`src/rtl/core/kls_pkg.sv`:
```
// Shared types and codes for the keyframe linear sampler.
// No dependencies; the front, back, top level and testbench refer to it by scoped names.
`timescale 1ns / 1ps
`default_nettype none

package kls_pkg;

    localparam logic REQ_WRITE = 1'b0;
    localparam logic REQ_QUERY = 1'b1;

    localparam logic [1:0] CASE_INTERP = 2'd0;
    localparam logic [1:0] CASE_FIRST  = 2'd1;
    localparam logic [1:0] CASE_LAST   = 2'd2;
    localparam logic [1:0] CASE_EMPTY  = 2'd3;

    // One classified item as it sits in the queue between front and back
    typedef struct packed {
        logic               is_query;
        logic [5:0]         key_index;
        logic [31:0]        key_time;
        logic signed [31:0] key_x;
        logic signed [31:0] key_y;
        logic signed [31:0] key_z;
        logic [31:0]        query_time;
    } t_item;

    typedef enum logic [2:0] {
        ST_IDLE,
        ST_FIRST,
        ST_SCAN,
        ST_DIV,
        ST_MUL,
        ST_ADD,
        ST_EMIT
    } t_state;

endpackage

`default_nettype wire

```
`src/rtl/core/kls_front.sv`:
```
// Front end: accepts request beats, drops writes to slots past the table,
// and holds the rest in a two-entry queue. Depends on kls_pkg.
`timescale 1ns / 1ps
`default_nettype none

module kls_front #(
    parameter int MAX_KEYS = 64
) (
    input  wire logic          i_clk,
    input  wire logic          i_rst_n,
    input  wire logic          i_valid,
    output logic               o_ready,
    input  wire kls_pkg::t_item i_item,
    output logic               o_q_valid,
    input  wire logic          i_q_ready,
    output kls_pkg::t_item     o_q_item
);

    kls_pkg::t_item r_buf [2];
    logic           r_wp;
    logic           r_rp;
    logic [1:0]     r_cnt;
    logic           accept;
    logic           keep;
    logic           pop;
    logic [10:0]    idx_ext;

    // Classify: a write beyond the table is taken and dropped
    assign idx_ext = {5'd0, i_item.key_index};
    assign o_ready = (r_cnt != 2'd2);
    assign accept  = i_valid && o_ready;
    assign keep    = accept && (i_item.is_query ||
                                (idx_ext < 11'(MAX_KEYS)));
    assign pop     = o_q_valid && i_q_ready;

    assign o_q_valid = (r_cnt != 2'd0);
    assign o_q_item  = r_buf[r_rp];

    // Queue storage
    always_ff @(posedge i_clk) begin
        if (keep) begin
            r_buf[r_wp] <= i_item;
        end
    end

    // Queue pointers and fill
    always_ff @(posedge i_clk) begin
        if (!i_rst_n) begin
            r_wp  <= 1'b0;
            r_rp  <= 1'b0;
            r_cnt <= 2'd0;
        end else begin
            if (keep) begin
                r_wp <= ~r_wp;
            end
            if (pop) begin
                r_rp <= ~r_rp;
            end
            case ({keep, pop})
                2'b10:   r_cnt <= r_cnt + 2'd1;
                2'b01:   r_cnt <= r_cnt - 2'd1;
                default: r_cnt <= r_cnt;
            endcase
        end
    end

endmodule

`default_nettype wire

```
`config.mk`:
```
export PLATFORM = sky130hd
export DESIGN_NAME = kls_front
export DESIGN_NICKNAME = d
export VERILOG_FILES = /design/src/rtl/core/kls_pkg.sv /design/src/rtl/core/kls_front.sv
export SDC_FILE = /design/constraint.sdc
export NUM_CORES = 1
export LEC_CHECK = 0
export ABC_CLOCK_PERIOD_IN_PS = 6900
export BUFFER_PORTS_ARGS = -buffer_cell sky130_fd_sc_hd__buf_2
export CELL_PAD_IN_SITES_DETAIL_PLACEMENT = 1
export CELL_PAD_IN_SITES_GLOBAL_PLACEMENT = 2
export CORE_MARGIN = 2
export CORE_UTILIZATION = 38
export DETAILED_ROUTE_END_ITERATION = 12
export PLACE_DENSITY_LB_ADDON = 0.1
export SETUP_SLACK_MARGIN = 0.3
export SLEW_MARGIN = 20
export SYNTH_ARGS = -nofsm -noshare
export SYNTH_HDL_FRONTEND = slang
export SYNTH_SLANG_ARGS = --single-unit
```
`constraint.sdc`:
```
create_clock -name i_clk -period 6.9 [get_ports i_clk]
set_input_delay 0.69 -clock i_clk [delete_from_list [all_inputs] [get_ports i_clk]]
set_output_delay 0.69 -clock i_clk [all_outputs]
set_load 0.005 [all_outputs]
```
==> After elaboration in Yosys (flattened, before gate mapping) <==
Memories as Yosys holds them, arrays and structs flattened. A register that Yosys moved wholly into a read port is not among the register bits.
Index checks and enable logic that the tools add are counted.
{ "classes": {"eq_ne": 3, "add_sub_neg": 2, "n_reduce_logical": 6, "bitwise_logic": 2, "order_cmp": 1, "muxes": 5} }
{ "op_table": {"columns": ["op", "count"], "rows": [
  ["less-than comparator 6 x 7 -> 1 bit (second input constant)", 1],
  ["2-to-1 mux 1 bit", 4],
  ["case mux 2 bit (2 select lines)", 1],
  ["nonzero test 2 bit", 2],
  ["logical AND 1 bit", 3],
  ["adder 2 x 1 -> 2 bit (second input constant)", 1],
  ["equality test 2 x 1 -> 1 bit (second input constant)", 1],
  ["equality test 2 bit (second input constant)", 1],
  ["!= test 2 bit (second input constant)", 1],
  ["inverter 1 bit", 2],
  ["subtractor 2 x 1 -> 2 bit (second input constant)", 1],
  ["logical OR 1 bit", 1]
]} }
{ "totals": {"elab_cells": 23, "out_inout_bits": 169, "regBits": 4, "mem_bits_rw": 334, "input_bits": 171, "mem_count": 1} }
{ "memory_table": {"columns": ["memory", "depth", "width", "rd", "rd_clocked_by_memory_dff", "wr", "line", "rtl"], "rows": [
  ["r_buf", 2, 167, 1, 1, 1, "kls_front.sv:19", "kls_pkg::t_item r_buf [2];"]
]} }

==> Depth between registers and ports, before layout <==
{ "depth": {"word_depth": 5, "depth_mapped": 6, "mapped_depth_nobuf": 6} }

==> Worst setup path after synthesis <==
OpenSTA, ideal clock, no wires.
{ "synth_timing": {"path_kind": "input -> register", "start": "input port i_valid", "end": "memory r_buf[1][0] (netlist name) (enable)", "arrival_time_ns": 4.566, "cell_stages": 1, "required_ns": 6.352, "setup_slack_ns": 1.786, "n_path_buf": 0, "setup_time_ns": 0.548, "cell_sequence": "and3_1"} }
{ "synth_via": {"elab_chain_len": 4} }
{ "synth_lines": {"columns": ["element", "line", "rtl"], "rows": [
  ["start: declaration", "kls_front.sv:11", "input wire logic i_valid,"],
  ["logical AND 1 bit", "kls_front.sv:31", "assign accept = i_valid && o_ready;"],
  ["logical AND 1 bit", "kls_front.sv:32", "assign keep = accept && (i_item.is_query ||"],
  ["2-to-1 mux 1 bit", "kls_front.sv:41", "if (keep) begin"],
  ["2-to-1 mux 1 bit (not written as such)", "kls_front.sv:42", "r_buf[r_wp] <= i_item;"],
  ["end: declaration", "kls_front.sv:19", null]
]} }
Every way passes these cells.

==> summary.md <==
| Metric | Value |
|---|---|
| Clock H-tree levels | 2 |
| Tot GR Track Use | 15.8% |
| Critical R2R Capture | r_buf[0][138]$_DFFE_PP_ |
| Reg power frac | 44.8% |
| Site Rows | 65 |
| Nets@finish | 1082 |
| Final worst slack | 3.45 ns |
| DRT iter0 DRCs | about 310 |
| Hold EP | r_buf[1][102]$_DFFE_PP_ |
| DRC Markers | 0 |
| Register area share after synthesis | between 80 and 90% |
| Post-DP HPWL | 18.2 mm |
| WHS Path Cells | 1 |
| Fin crit share | 50.0% |
| WP buf/inv | 3 |
| Fill cell count | 3007 |
| Mean Syn Cell Area | 22.7 sq um |
| GRT overflow | 0 |
| CTS Hold Buffers Added | 0 |
| Sw frac | 24.7% |
| Setup-failing EPs final | 0 |
| Slew HR | 28.0% |
| CTS Buffer Depth | 3 |
| Leakage | 0.00583 uW |
| Crit-path max cell delay | about 0.67 ns |
| Sink Count | ~340 |
| Post-synthesis cell count | 544 |
| Gp weighted congestion | 0.720 |
| Kind of critical path | register to primary output |
| Worst IR Drop VDD | a little over 0.0003 V |
| Wirelength per Cell | 19.7 microns |
| CTS buffer count | 38 |
| Initial Utilization | roughly two fifths |
| CP Cell Sequence | buf_16 > buf_4 > mux2_2 > buf_2 |
| Final ANT Viol Nets | 0 |
| Die Wd | 184 microns |
| Worst R2R Setup Slack | approximately 3.9 ns |
| Layout cells sized above 1 | 61.2% |
| Final hold viol count | 0 |
| Distinct cells, synth | 21 |
| Max-slew violations | 0 |
| Via count | 6296 |
| Top cell type's share of synthesized area | about four fifths |
| Net Count, Synth | 716 |
| First-pass GRT wire length | 40.6 mm |
| Pwr Density | between 300 and 400 mW/mm^2 |
| Slew @ Worst Pin | 1.08 ns |
| Worst R2R Start | r_cnt[0]$_SDFFE_PN0P_ |
| R2R cell count | 4 |
| Vias in the first global route | slightly above 7000 |
| Largest net degree at the start of global routing | 93 |
| Place WS | 3.69 ns |
| Resize count post-CTS | 0 |
| Req. time, crit path | 6.21 ns |
| Reported net switching power | 1490 uW |
| Combinational Power Share | about 22% |
| Worst Hold Class | input port to register |
| Crit path max-delay family | buffers and inverters |
| Total of max-cap violations | 0 |
| Final TNS setup | 0 ns |
| Critical Path End Type | primary output |
| Clock period minus worst slack | 3.45 ns |
| Die Span Y | approximately 180 microns |
| FF+latch count, synth | around 340 |
| Status | finished, final reports clean |
| Post-Syn Area | 0.0123 sq mm |
| Crit path max-delay cell type | dfxtp_4 |
| Max Clock Skew | 0.0180 ns |
| CP Launch Type | register |
| Drt first pass iters | 4 |
| CP max FO | slightly above 50 |
| PortBufs | 339 |
| Power Internal | about 4500 uW |
| Worst EP arrival | roughly 2.8 ns |
| RSZ-0062 raised after global routing | false |
| Fmax | roughly 290 MHz |
| Worst-path clk slew | 0.06 ns |
| Die area | approximately 0.034 sq mm |
| Yosys Warn Count | 0 |
| Core outline area | 0.0318 sq mm |
| Worst hold path startpoint | i_item[102] |
| Detailed Route WL | between 20 and 30 mm |
| Vias per inst | 4.58 |
| Syn-to-layout area delta | 27.8% |
| # IOs | between 300 and 400 |
| Clk_lat worst skew | 0.51 ns |
| Initial antenna violation count | 9 |
| Post-CTS Setup Repair Bufs | 0 |
| Clock share of power | between 30 and 40% |
| Dominant cell type by area after synthesis | edfxtp_1 |
| CTS tree | built |
| Top post-synthesis cells by area | edfxtp_1, mux2_2, buf_6 |
| CTS root buffer | clkbuf_16 |
[cell type report]
cell class	instances	area, sq um	area share, %
inverters	1	8.76	0.0556
clock inverters	15	196	1.25
repair buffers	345	1770	11.2
flip-flops and latches	339	10100	64.3
diodes	5	12.5	0.0794
multi-input cells	185	2020	12.8
clock buffers	50	1080	6.85
well taps	435	544	3.45
[logic make-up (layout without fill, tap and decap cells)]
| kind of cell | after synthesis | count (layout) | share of synthesized area, % |
|---|---|---|---|
| mux | 167 | 167 | 15.2 |
| buf+inv | 20 | 411 | 1.56 |
| fa+ha+maj | 1 | 1 | 0.101 |
| compound gates | 5 | 5 | 0.304 |
| flops | 339 | 339 | 82.1 |
| simple gates | 9 | 9 | 0.446 |
| xor+xnor | 3 | 3 | 0.213 |
| other cells | 0 | 5 | 0 |
[routing by layer]
layer | vias up | global-route usage, % | wire length, microns
met3 | 38 | 6.74 | 2680
met5 | - | 0 | 49
met1 | 3120 | 17.4 | 10000
li1 | 2910 | - | -
met4 | 8 | 4.19 | 448
met2 | 220 | 28.1 | 14000
[cell usage after synthesis]
library cell  number
a21boi_1           1
nand2_1            1
xnor2_1            3
a21boi_0           1
and2_1             1
mux2_2           167
ha_1               1
and3_1             1
dfxtp_1            5
buf_2              4
a21bo_2            1
edfxtp_1         334
nor2b_1            2
o21a_1             1
nand2b_1           1
inv_1              1
or3_1              1
o21ai_0            1
buf_6             15
or2_2              1
nand3b_1           1
[power by group through the flow]
stage,sequential (uW),combinational [uW],clock (uW)
4_1_cts,2750,1280,2090
3_5_place_dp,2790,1280,0
6_report,2700,1290,2030
2_1_floorplan,2730,812,0
5_1_grt,2730,1420,2170
3_3_place_gp,2760,1260,0
[worst reg2reg max path: cells and delay by family (launching register included)]
family	cells	cell delay, ns
buffers and inverters	2	1.63
DFF	1	0.42
and+or+nand+nor	2	0.42
[sequential cells by signal, indices dropped and copies added (netlist names), named ones only]
name	cells
r_buf	334
r_cnt	2
r_rp	1
r_wp	1
[worst max path at each step]
stage,to,depth (start not counted)
final,o_q_item[151],4
after CTS,o_q_item[151],3
after detailed placement,o_q_item[151],3
after global routing,o_q_item[151],4
after global placement,o_q_item[151],3
after floorplan,r_buf[1][0]$_DFFE_PP_,1
[through the flow]
stage               hold WS (ns)  total power [uW]  util [%]  instances  instance area (sq um)
floorplan                  0.479              3540         -        544                  12300
global placement           0.497              4020      45.4       1304                  14400
detailed placement         0.534              4060      45.4       1304                  14400
CTS                        0.342              6120      49.4       1369                  15700
global route               0.347              6320      49.5       1373                  15800
finish                     0.365              6030      49.6       1375                  15800
[layout by cell type (no fill, tap or decap), drive strengths merged]
cell,instances
mux2,167
o21a,1
buf,345
xnor2,3
a21bo,1
ha,1
and3,1
diode,5
nor2b,2
inv,1
nand2b,1
a21boi,2
nand2,1
clkbuf,50
clkinv,10
edfxtp,334
nand3b,1
or3,1
bufinv,5
o21ai,1
or2,1
and2,1
dfxtp,5
Note: power is estimated with default switching activity, not from simulation.
